==> src/hdl/http_get_request_checker_core_defines.svh <==
// Shared assertion macros for the request checker.
`ifndef HTTP_GET_REQUEST_CHECKER_CORE_DEFINES_SVH
`define HTTP_GET_REQUEST_CHECKER_CORE_DEFINES_SVH
// Implication checked on every rising clock edge outside reset.
`define HGRC_ASSERT_IMPL(label, clk, rst, cond, expr, msg) \
   label: assert property (@(posedge clk) disable iff (rst) (cond) |-> (expr)) else $error(msg);
// Next-cycle implication checked outside reset.
`define HGRC_ASSERT_NEXT(label, clk, rst, cond, expr, msg) \
   label: assert property (@(posedge clk) disable iff (rst) (cond) |=> (expr)) else $error(msg);
`endif

==> src/hdl/hgrc_pkg.sv <==
`default_nettype none
package hgrc_pkg;
   typedef enum logic [1:0] {
      PH_LINE = 2'd0,
      PH_HDR  = 2'd1,
      PH_DONE = 2'd2
   } phase_type;

   localparam logic [1:0] KIND_DATA  = 2'd0;
   localparam logic [1:0] KIND_CLOSE = 2'd1;
   localparam logic [1:0] KIND_ERROR = 2'd2;

   localparam logic [2:0] ST_OK       = 3'd0;
   localparam logic [2:0] ST_BAD      = 3'd1;
   localparam logic [2:0] ST_NOTFOUND = 3'd2;
   localparam logic [2:0] ST_METHOD   = 3'd3;
   localparam logic [2:0] ST_VERSION  = 3'd4;

   localparam logic [0:0] CSR_MAX_LINE = 1'b0;
   localparam logic [0:0] CSR_MAX_HDR  = 1'b1;

   // Queue entry between the front and the response port.
   typedef struct packed {
      logic [2:0] status;
   } verdict_type;

   function automatic logic [7:0] get_char(input logic [1:0] i);
      case (i)
         2'd0: get_char = 8'h47;
         2'd1: get_char = 8'h45;
         2'd2: get_char = 8'h54;
         default: get_char = 8'h00;
      endcase
   endfunction

   function automatic logic [7:0] path_char(input logic [2:0] i);
      case (i)
         3'd0: path_char = 8'h2f;
         3'd1: path_char = 8'h6d;
         3'd2: path_char = 8'h65;
         3'd3: path_char = 8'h74;
         3'd4: path_char = 8'h72;
         3'd5: path_char = 8'h69;
         3'd6: path_char = 8'h63;
         default: path_char = 8'h73;
      endcase
   endfunction

   function automatic logic [7:0] proto_char(input logic [2:0] i);
      case (i)
         3'd0: proto_char = 8'h48;
         3'd1: proto_char = 8'h54;
         3'd2: proto_char = 8'h54;
         3'd3: proto_char = 8'h50;
         3'd4: proto_char = 8'h2f;
         default: proto_char = 8'h00;
      endcase
   endfunction

   function automatic logic [7:0] cl_char(input logic [4:0] i);
      case (i)
         5'd0: cl_char = "c";
         5'd1: cl_char = "o";
         5'd2: cl_char = "n";
         5'd3: cl_char = "t";
         5'd4: cl_char = "e";
         5'd5: cl_char = "n";
         5'd6: cl_char = "t";
         5'd7: cl_char = "-";
         5'd8: cl_char = "l";
         5'd9: cl_char = "e";
         5'd10: cl_char = "n";
         5'd11: cl_char = "g";
         5'd12: cl_char = "t";
         5'd13: cl_char = "h";
         default: cl_char = 8'h00;
      endcase
   endfunction

   function automatic logic [7:0] te_char(input logic [4:0] i);
      case (i)
         5'd0: te_char = "t";
         5'd1: te_char = "r";
         5'd2: te_char = "a";
         5'd3: te_char = "n";
         5'd4: te_char = "s";
         5'd5: te_char = "f";
         5'd6: te_char = "e";
         5'd7: te_char = "r";
         5'd8: te_char = "-";
         5'd9: te_char = "e";
         5'd10: te_char = "n";
         5'd11: te_char = "c";
         5'd12: te_char = "o";
         5'd13: te_char = "d";
         5'd14: te_char = "i";
         5'd15: te_char = "n";
         5'd16: te_char = "g";
         default: te_char = 8'h00;
      endcase
   endfunction
endpackage
`default_nettype wire

==> src/hdl/hgrc_front.sv <==
`default_nettype none
module hgrc_front (
   input  wire logic                 clock,
   input  wire logic                 reset,
   input  wire logic                 step,
   input  wire logic [1:0]           kind,
   input  wire logic [7:0]           data_byte,
   input  wire logic [15:0]          max_line,
   input  wire logic [15:0]          max_hdr,
   output logic                      emit,
   output hgrc_pkg::verdict_type     verdict
);
   import hgrc_pkg::*;

   localparam logic [2:0] METH_MISS = 3'd7;
   localparam logic [3:0] PATH_MISS = 4'd15;
   localparam logic [3:0] VER_OTHER = 4'd9;
   localparam logic [3:0] VER_MISS  = 4'd15;
   localparam logic [7:0] CH_CR = 8'h0d;
   localparam logic [7:0] CH_LF = 8'h0a;
   localparam logic [7:0] CH_SP = 8'h20;

   phase_type   phase_ff, phase_in;
   logic [16:0] total_ff, total_in;
   logic [15:0] line_ff, line_in;
   logic [15:0] hdr_ff, hdr_in;
   logic [1:0]  spaces_ff, spaces_in;
   logic [2:0]  meth_ff, meth_in;
   logic [3:0]  path_ff, path_in;
   logic [3:0]  ver_ff, ver_in;
   logic        bad_ff, bad_in;
   logic        lovf_ff, lovf_in;
   logic        hovf_ff, hovf_in;
   logic        cl_ff, cl_in;
   logic        te_ff, te_in;
   logic [1:0]  term_ff, term_in;
   logic [4:0]  hpos_ff, hpos_in;
   logic        forb_ff, forb_in;

   logic [16:0] cap;
   logic [16:0] total_inc;
   logic [7:0]  low;
   logic        prev_cr, complete, line_rej, line_rej_nx;

   assign cap = {1'b0, max_line} + {1'b0, max_hdr};
   assign total_inc = (total_ff != 17'h1ffff) ? total_ff + 17'd1 : total_ff;
   assign low = (data_byte >= 8'h41 && data_byte <= 8'h5a) ? data_byte + 8'd32 : data_byte;
   assign prev_cr = term_ff[0];
   assign line_rej = bad_ff || lovf_ff || (line_ff > max_line);

   // Per-transfer state update for data, close and error, one transfer per cycle while step is high.
   always_comb begin
      phase_in = phase_ff; total_in = total_ff; line_in = line_ff; hdr_in = hdr_ff;
      spaces_in = spaces_ff; meth_in = meth_ff; path_in = path_ff; ver_in = ver_ff;
      bad_in = bad_ff; lovf_in = lovf_ff; hovf_in = hovf_ff; cl_in = cl_ff; te_in = te_ff;
      term_in = term_ff; hpos_in = hpos_ff; forb_in = forb_ff;
      emit = 1'b0; verdict.status = ST_BAD; complete = 1'b0; line_rej_nx = 1'b0;
      if (step) begin
         if (kind == KIND_CLOSE || kind == KIND_ERROR) begin
            if (phase_ff != PH_DONE) begin
               emit = 1'b1;
               if (kind == KIND_CLOSE && phase_ff == PH_HDR && !line_rej && ver_ff != 4'd8)
                  verdict.status = ST_VERSION;
            end
            phase_in = PH_LINE; total_in = '0; line_in = '0; hdr_in = '0; spaces_in = '0;
            meth_in = '0; path_in = '0; ver_in = '0; bad_in = 1'b0; lovf_in = 1'b0;
            hovf_in = 1'b0; cl_in = 1'b0; te_in = 1'b0; term_in = '0; hpos_in = '0;
            forb_in = 1'b0;
         end else if (kind == KIND_DATA && phase_ff != PH_DONE) begin
            total_in = total_inc;
            if (total_inc > cap) begin
               phase_in = PH_DONE;
               emit = 1'b1;
            end else begin
               // Terminator tracking.
               if (data_byte == CH_CR) begin
                  term_in = (term_ff == 2'd2) ? 2'd3 : 2'd1;
               end else if (data_byte == CH_LF) begin
                  complete = (term_ff == 2'd3);
                  term_in = (term_ff == 2'd1) ? 2'd2 : 2'd0;
               end else begin
                  term_in = 2'd0;
               end
               if (phase_ff == PH_LINE) begin
                  if (line_ff == 16'hffff) lovf_in = 1'b1;
                  else line_in = line_ff + 16'd1;
                  if (prev_cr && data_byte == CH_LF) begin
                     if (spaces_ff != 2'd2 || ver_ff < 4'd6 || ver_ff == VER_MISS)
                        bad_in = 1'b1;
                     phase_in = PH_HDR;
                     hpos_in = '0; cl_in = 1'b1; te_in = 1'b1;
                  end else begin
                     if (prev_cr) bad_in = 1'b1;
                     if (data_byte == CH_LF) begin
                        bad_in = 1'b1;
                     end else if (data_byte == CH_SP) begin
                        case (spaces_ff)
                           2'd0: begin
                              if (meth_ff == 3'd0) bad_in = 1'b1;
                              spaces_in = 2'd1;
                           end
                           2'd1: begin
                              if (path_ff == 4'd0) bad_in = 1'b1;
                              spaces_in = 2'd2;
                           end
                           default: begin
                              bad_in = 1'b1;
                              spaces_in = 2'd3;
                           end
                        endcase
                     end else if (data_byte != CH_CR) begin
                        case (spaces_ff)
                           2'd0: meth_in = (meth_ff < 3'd3 && data_byte == get_char(meth_ff[1:0]))
                                 ? meth_ff + 3'd1 : METH_MISS;
                           2'd1: path_in = (path_ff < 4'd8 && data_byte == path_char(path_ff[2:0]))
                                 ? path_ff + 4'd1 : PATH_MISS;
                           2'd2: begin
                              if (ver_ff < 4'd5)
                                 ver_in = (data_byte == proto_char(ver_ff[2:0]))
                                    ? ver_ff + 4'd1 : VER_MISS;
                              else if (ver_ff == 4'd5)
                                 ver_in = (data_byte == 8'h31) ? 4'd6 : VER_OTHER;
                              else if (ver_ff == 4'd6)
                                 ver_in = (data_byte == 8'h2e) ? 4'd7 : VER_OTHER;
                              else if (ver_ff == 4'd7)
                                 ver_in = (data_byte == 8'h30 || data_byte == 8'h31)
                                    ? 4'd8 : VER_OTHER;
                              else if (ver_ff == 4'd8)
                                 ver_in = VER_OTHER;
                           end
                           default: ;
                        endcase
                     end
                  end
               end else begin
                  if (hdr_ff == 16'hffff) hovf_in = 1'b1;
                  else hdr_in = hdr_ff + 16'd1;
                  if (prev_cr && data_byte == CH_LF) begin
                     hpos_in = '0; cl_in = 1'b1; te_in = 1'b1;
                  end else begin
                     if (cl_ff && !(hpos_ff < 5'd14 && low == cl_char(hpos_ff))) begin
                        if (hpos_ff == 5'd14 && data_byte == 8'h3a) forb_in = 1'b1;
                        cl_in = 1'b0;
                     end
                     if (te_ff && !(hpos_ff < 5'd17 && low == te_char(hpos_ff))) begin
                        if (hpos_ff == 5'd17 && data_byte == 8'h3a) forb_in = 1'b1;
                        te_in = 1'b0;
                     end
                     if (hpos_ff != 5'd31) hpos_in = hpos_ff + 5'd1;
                  end
               end
               // Final verdict uses the updated state.
               if (complete) begin
                  emit = 1'b1;
                  phase_in = PH_DONE;
                  line_rej_nx = bad_in || lovf_in || (line_in > max_line);
                  if (line_rej_nx) verdict.status = ST_BAD;
                  else if (ver_in != 4'd8) verdict.status = ST_VERSION;
                  else if (hovf_in || hdr_in > max_hdr) verdict.status = ST_BAD;
                  else if (meth_in != 3'd3) verdict.status = ST_METHOD;
                  else if (forb_in) verdict.status = ST_BAD;
                  else if (path_in != 4'd8) verdict.status = ST_NOTFOUND;
                  else verdict.status = ST_OK;
               end
            end
         end
      end
   end

   // Connection state registers.
   always_ff @(posedge clock) begin
      if (reset) begin
         phase_ff <= PH_LINE; total_ff <= '0; line_ff <= '0; hdr_ff <= '0;
         spaces_ff <= '0; meth_ff <= '0; path_ff <= '0; ver_ff <= '0;
         bad_ff <= 1'b0; lovf_ff <= 1'b0; hovf_ff <= 1'b0; cl_ff <= 1'b0; te_ff <= 1'b0;
         term_ff <= '0; hpos_ff <= '0; forb_ff <= 1'b0;
      end else begin
         phase_ff <= phase_in; total_ff <= total_in; line_ff <= line_in; hdr_ff <= hdr_in;
         spaces_ff <= spaces_in; meth_ff <= meth_in; path_ff <= path_in; ver_ff <= ver_in;
         bad_ff <= bad_in; lovf_ff <= lovf_in; hovf_ff <= hovf_in; cl_ff <= cl_in;
         te_ff <= te_in; term_ff <= term_in; hpos_ff <= hpos_in; forb_ff <= forb_in;
      end
   end
endmodule
`default_nettype wire

==> src/hdl/hgrc_queue.sv <==
`default_nettype none
module hgrc_queue (
   input  wire logic              clock,
   input  wire logic              reset,
   input  wire logic              push,
   input  wire hgrc_pkg::verdict_type push_data,
   output logic                   full,
   output logic                   out_valid,
   input  wire logic              out_ready,
   output hgrc_pkg::verdict_type  out_data
);
   import hgrc_pkg::*;

   verdict_type slot_ff [2];
   logic        wptr_ff, wptr_in, rptr_ff, rptr_in;
   logic [1:0]  count_ff, count_in;
   logic        pop;

   assign pop = out_valid && out_ready;
   assign out_valid = (count_ff != 2'd0);
   assign full = (count_ff == 2'd2);
   assign out_data = slot_ff[rptr_ff];

   // Pointer and occupancy update.
   always_comb begin
      wptr_in = push ? ~wptr_ff : wptr_ff;
      rptr_in = pop ? ~rptr_ff : rptr_ff;
      count_in = count_ff + {1'b0, push} - {1'b0, pop};
   end

   always_ff @(posedge clock) begin
      if (reset) begin
         wptr_ff <= 1'b0; rptr_ff <= 1'b0; count_ff <= '0;
      end else begin
         wptr_ff <= wptr_in; rptr_ff <= rptr_in; count_ff <= count_in;
      end
   end

   // Payload slots.
   always_ff @(posedge clock) begin
      if (push) slot_ff[wptr_ff] <= push_data;
   end
endmodule
`default_nettype wire

==> src/hdl/http_get_request_checker_core.sv <==
// Each verdict is registered into the queue and shows on rsp_ when it reaches the head.
// Throughput: one transfer per cycle while req_ready is high.
// A two-entry verdict queue feeds the response port; req_ready drops only when it is full.
// Reset (synchronous, active high) clears connection state and the queue and loads
// the limit registers with 1024 and 8192.
`default_nettype none
`include "http_get_request_checker_core_defines.svh"
module http_get_request_checker_core (
   input  wire logic        clock,
   input  wire logic        reset,
   input  wire logic        req_valid,
   output logic             req_ready,
   input  wire logic [1:0]  req_kind,
   input  wire logic [7:0]  req_data_byte,
   output logic             rsp_valid,
   input  wire logic        rsp_ready,
   output logic [2:0]       rsp_status,
   input  wire logic        csr_write_enable,
   input  wire logic [0:0]  csr_index,
   input  wire logic [15:0] csr_write_data
);
   import hgrc_pkg::*;

   logic [15:0] max_line_ff, max_hdr_ff;
   logic        step, emit, full;
   verdict_type verdict, head;

   assign req_ready = !full;
   assign step = req_valid && req_ready;
   assign rsp_status = head.status;

   // Limit registers.
   always_ff @(posedge clock) begin
      if (reset) begin
         max_line_ff <= 16'd1024;
         max_hdr_ff  <= 16'd8192;
      end else if (csr_write_enable) begin
         if (csr_index == CSR_MAX_LINE) max_line_ff <= csr_write_data;
         if (csr_index == CSR_MAX_HDR)  max_hdr_ff  <= csr_write_data;
      end
   end

   hgrc_front u_front (
      .clock(clock), .reset(reset), .step(step), .kind(req_kind),
      .data_byte(req_data_byte), .max_line(max_line_ff), .max_hdr(max_hdr_ff),
      .emit(emit), .verdict(verdict)
   );

   hgrc_queue u_queue (
      .clock(clock), .reset(reset), .push(emit), .push_data(verdict), .full(full),
      .out_valid(rsp_valid), .out_ready(rsp_ready), .out_data(head)
   );

   `HGRC_ASSERT_IMPL(a_no_push_full, clock, reset, full, !emit, "verdict pushed into full queue")
   `HGRC_ASSERT_IMPL(a_status_range, clock, reset, rsp_valid, rsp_status <= ST_VERSION, "bad status")
   `HGRC_ASSERT_NEXT(a_emit_shows, clock, reset, emit, rsp_valid, "verdict lost")
endmodule
`default_nettype wire

==> config.mk <==
export PLATFORM = sky130hd
export DESIGN_NAME = http_get_request_checker_core
export DESIGN_NICKNAME = d
export VERILOG_FILES = /design/src/hdl/hgrc_pkg.sv /design/src/hdl/hgrc_front.sv /design/src/hdl/hgrc_queue.sv /design/src/hdl/http_get_request_checker_core.sv
export VERILOG_INCLUDE_DIRS = /design/src /design/src/hdl
export SDC_FILE = /design/constraint.sdc
export NUM_CORES = 1
export LEC_CHECK = 0
export ABC_AREA = 1
export BUFFER_PORTS_ARGS = -buffer_cell sky130_fd_sc_hd__buf_2
export CAP_MARGIN = 20
export CORE_ASPECT_RATIO = 0.9
export CORE_MARGIN = 5
export CORE_UTILIZATION = 58
export CTS_CLUSTER_DIAMETER = 120
export DETAILED_ROUTE_END_ITERATION = 10
export PLACE_DENSITY = 0.88
export SYNTH_ARGS = -nofsm -noshare
export SYNTH_HDL_FRONTEND = slang
export SYNTH_SLANG_ARGS = --single-unit
==> constraint.sdc <==
create_clock -name clock -period 3.97 [get_ports clock]
set_input_delay 0.5955 -clock clock [delete_from_list [all_inputs] [get_ports clock]]
set_output_delay 0.5955 -clock clock [all_outputs]
set_load 0.02 [all_outputs]
==> results.txt <==
CTS Root Buffer Type -> sky130_fd_sc_hd__clkbuf_16
FF-to-FF path depth -> 26
Setup violations, final -> 11
Count of flip-flops with a built-in enable after synthesis -> 6
Violations in the final reports -> negative setup slack
Post-Syn Area per Cell -> 6.63 um2
Placer's final routability congestion estimate -> 0.935
Post-DR vias/cell -> 5.71
Seq/Total Area, Yosys -> 26.6%
Clock sink count -> 134
Clock tree from TritonCTS -> done
Congestion Overflow GR -> 0
Chip Height -> 136 um
Clock latency on the worst-skew pair -> 0.44 ns
Hold WS -> 0.406 ns
Number of primary I/O pins -> 37
Number of pins exceeding their max-slew limit in the final report -> 0
Final worst path period share -> 103%
Data arrival time of the critical path -> 4.41 ns
Number of distinct library cells after synthesis -> 55
Worst Setup Path Type -> flip-flop to flip-flop
Core ar. -> 17600 um2
Top library cells by usage in the layout, fill and taps aside -> 388 x sky130_fd_sc_hd__nand2_1, 202 x sky130_fd_sc_hd__inv_1, 146 x sky130_fd_sc_hd__a21oi_1
Largest net degree at the start of global routing -> 66
Initial Util -> 58.7%
Top cell type by total area after synthesis -> sky130_fd_sc_hd__dfxtp_1
Yosys warns -> 0
Die Footprint -> 20500 um2
Worst slew margin -> 24.5%
Number of standard cells in the final layout excluding fillers -> 1873
Pre-CTS WS -> -0.224 ns
CP Launch Type -> flip-flop
Outcome -> finished with violations
Number of instances in the placed design -> 1825
Asr flop ratio synth -> 0%
Delay of the slowest cell on the worst path -> 0.36 ns
Clock Pin Slew Worst Setup and Hold Paths -> 0.07 ns
Final Hold Violating Endpoints -> 0
Initial antenna violation count -> 0
Worst min-delay path category -> input pin to flip-flop
Worst-path maximum fanout -> 5
Kind of end point of the critical path -> flip-flop
Top-area cell type share of the netlist area -> 24.9%
Total routing usage reported by global routing -> 26.8%
P&R area growth vs syn -> 16.4%
Remaining number of nets flagged by the antenna check after routing -> 0
CTS buffer count -> 17
Post-Route Utilization -> 68.3%
Clock Tree Buf Depth -> 2
Width of the die -> 150 um
DRC -> 0
Clk_skew -> 0.00997 ns
Max stage delay cell, worst path -> sky130_fd_sc_hd__ha_4
Iteration-0 DRC Markers -> 987
Count of antenna diodes in the layout -> 0
Most common cell after layout, fill and taps aside -> sky130_fd_sc_hd__nand2_1
Final critical-path required period -> 4.11 ns
Flip-flop and latch count after synthesis -> 134
Final nets -> 1766
First-pass GRT wire length -> 45300 um
H-tree level count -> 4
Setup repair after global routing missed its margin -> true
Average wire per standard cell -> 15.2 um
Maximum operating frequency -> 243 MHz
Total of max-cap violations -> 0
Slack of the critical path -> -0.139 ns
Placed wire-length estimate after detailed placement -> 19900 um
Power density over the cells -> 346 nW/um2
Post-route standard cell area excluding fillers -> 12000 um2
Synth top area cells -> sky130_fd_sc_hd__dfxtp_1 25%, sky130_fd_sc_hd__nand2_1 15%, sky130_fd_sc_hd__ha_1 14%, sky130_fd_sc_hd__a21oi_1 7.6%, sky130_fd_sc_hd__inv_1 7.6%
Fraction of layout instances using a drive strength above 1 -> 14.0%
Number of input and output port buffers inserted -> 36
Cells after Synth -> 1554
Synthesized net count -> 1700
Routed Wire Length -> 28500 um
Number of global-route vias before repair -> 9735
Worst-Margin Slew -> 1.13 ns
Top flip-flop cell by instance count after synthesis -> sky130_fd_sc_hd__dfxtp_1
Hold depth -> 3
Drt first pass iters -> 5
Row cnt -> 46
Vias -> 10693
Critical path required time -> 4.27 ns
IR Drop Worst-Case VDD -> 0.000260 V
Static power due to leakage -> 5.53 nW
Placed Area -> 10900 um2
Post-Synthesis Cell Area -> 10300 um2
cells by family (layout without fill, tap and decap cells):
group / after synthesis / count (layout) / share of synthesized area, %
flops: 134 / 134 / 26.6
buf+inv: 255 / 334 / 9.52
simple gates: 707 / 707 / 29.8
compound gates: 279 / 279 / 14.5
xor+xnor: 62 / 62 / 5.27
fa+ha+maj: 114 / 114 / 13.9
mux: 3 / 3 / 0.328
path summary, 6_finish.rpt:
path                           start              end  slack, ns
hold / removal    csr_write_data[10]  max_line_ff[10]       0.41
setup reg to reg       max_hdr_ff[0]        flip-flop      -0.14
setup / recovery       max_hdr_ff[0]        flip-flop      -0.14
hold reg to reg      u_queue.rptr_ff        flip-flop       0.46
area by class of cell:
type | instances | area (um2)
Multi-Input combinational cell | 1165 | 6940
Inverter | 218 | 826
Clock inverter | 14 | 135
Fill cell | 1378 | 5570
Sequential cell | 134 | 2750
Clock buffer | 18 | 450
Tap cell | 240 | 300
Timing Repair Buffer | 84 | 593
timing repair:
item                       CTS  global route
setup buffers                5            10
hold buffers                 0             0
gates resized for setup     29            75
setup endpoints to repair   20            80
pin swaps                   17            32
where the power goes:
| part | internal, W | leakage, nW | switching [W] |
|---|---|---|---|
| registers | 0.00144 | 1.10 | 0.0000616 |
| logic | 0.000372 | 4.15 | 0.000691 |
| clock network | 0.000914 | 0.290 | 0.000672 |
Yosys cell counts (23+ instances only):
| library cell | number |
|---|---|
| sky130_fd_sc_hd__nand4_1 | 26 |
| sky130_fd_sc_hd__nor3_1 | 35 |
| sky130_fd_sc_hd__ha_1 | 113 |
| sky130_fd_sc_hd__inv_1 | 208 |
| sky130_fd_sc_hd__nor2_1 | 117 |
| sky130_fd_sc_hd__nand2_1 | 400 |
| sky130_fd_sc_hd__xor2_1 | 46 |
| sky130_fd_sc_hd__dfxtp_1 | 128 |
| sky130_fd_sc_hd__a21oi_1 | 156 |
| sky130_fd_sc_hd__o21ai_0 | 84 |
| sky130_fd_sc_hd__nand3_1 | 76 |
| sky130_fd_sc_hd__clkbuf_1 | 23 |
per-stage QoR:
step | total power [W] | setup TNS, ns
final | 0.00415 | -0.675
after detailed placement | 0.00245 | -1.70
after global routing | 0.00435 | -5.96
after floorplan | 0.00219 | 0
after CTS | 0.00406 | -0.588
after global placement | 0.00242 | -0.0467
critical path, delay by kind of cell (launching register included):
family	cells	cell delay, ns
and+or+nand+nor	13	1.36
adders and majority gates	4	1.17
AOI/OAI and AO/OA	7	0.79
DFF	1	0.34
buffers and inverters	1	0.16
xor gates and xnor gates	1	0.14
layer usage:
layer / share of wire, % / track usage [%] / vias up
met5: 0 / 0 / -
met1: 43 / 35.1 / 4929
met4: 3.0 / 10.1 / 0
li1: - / - / 5209
met3: 7.4 / 4.87 / 98
met2: 46 / 43.9 / 457
Note: power is estimated with default switching activity, not from simulation.
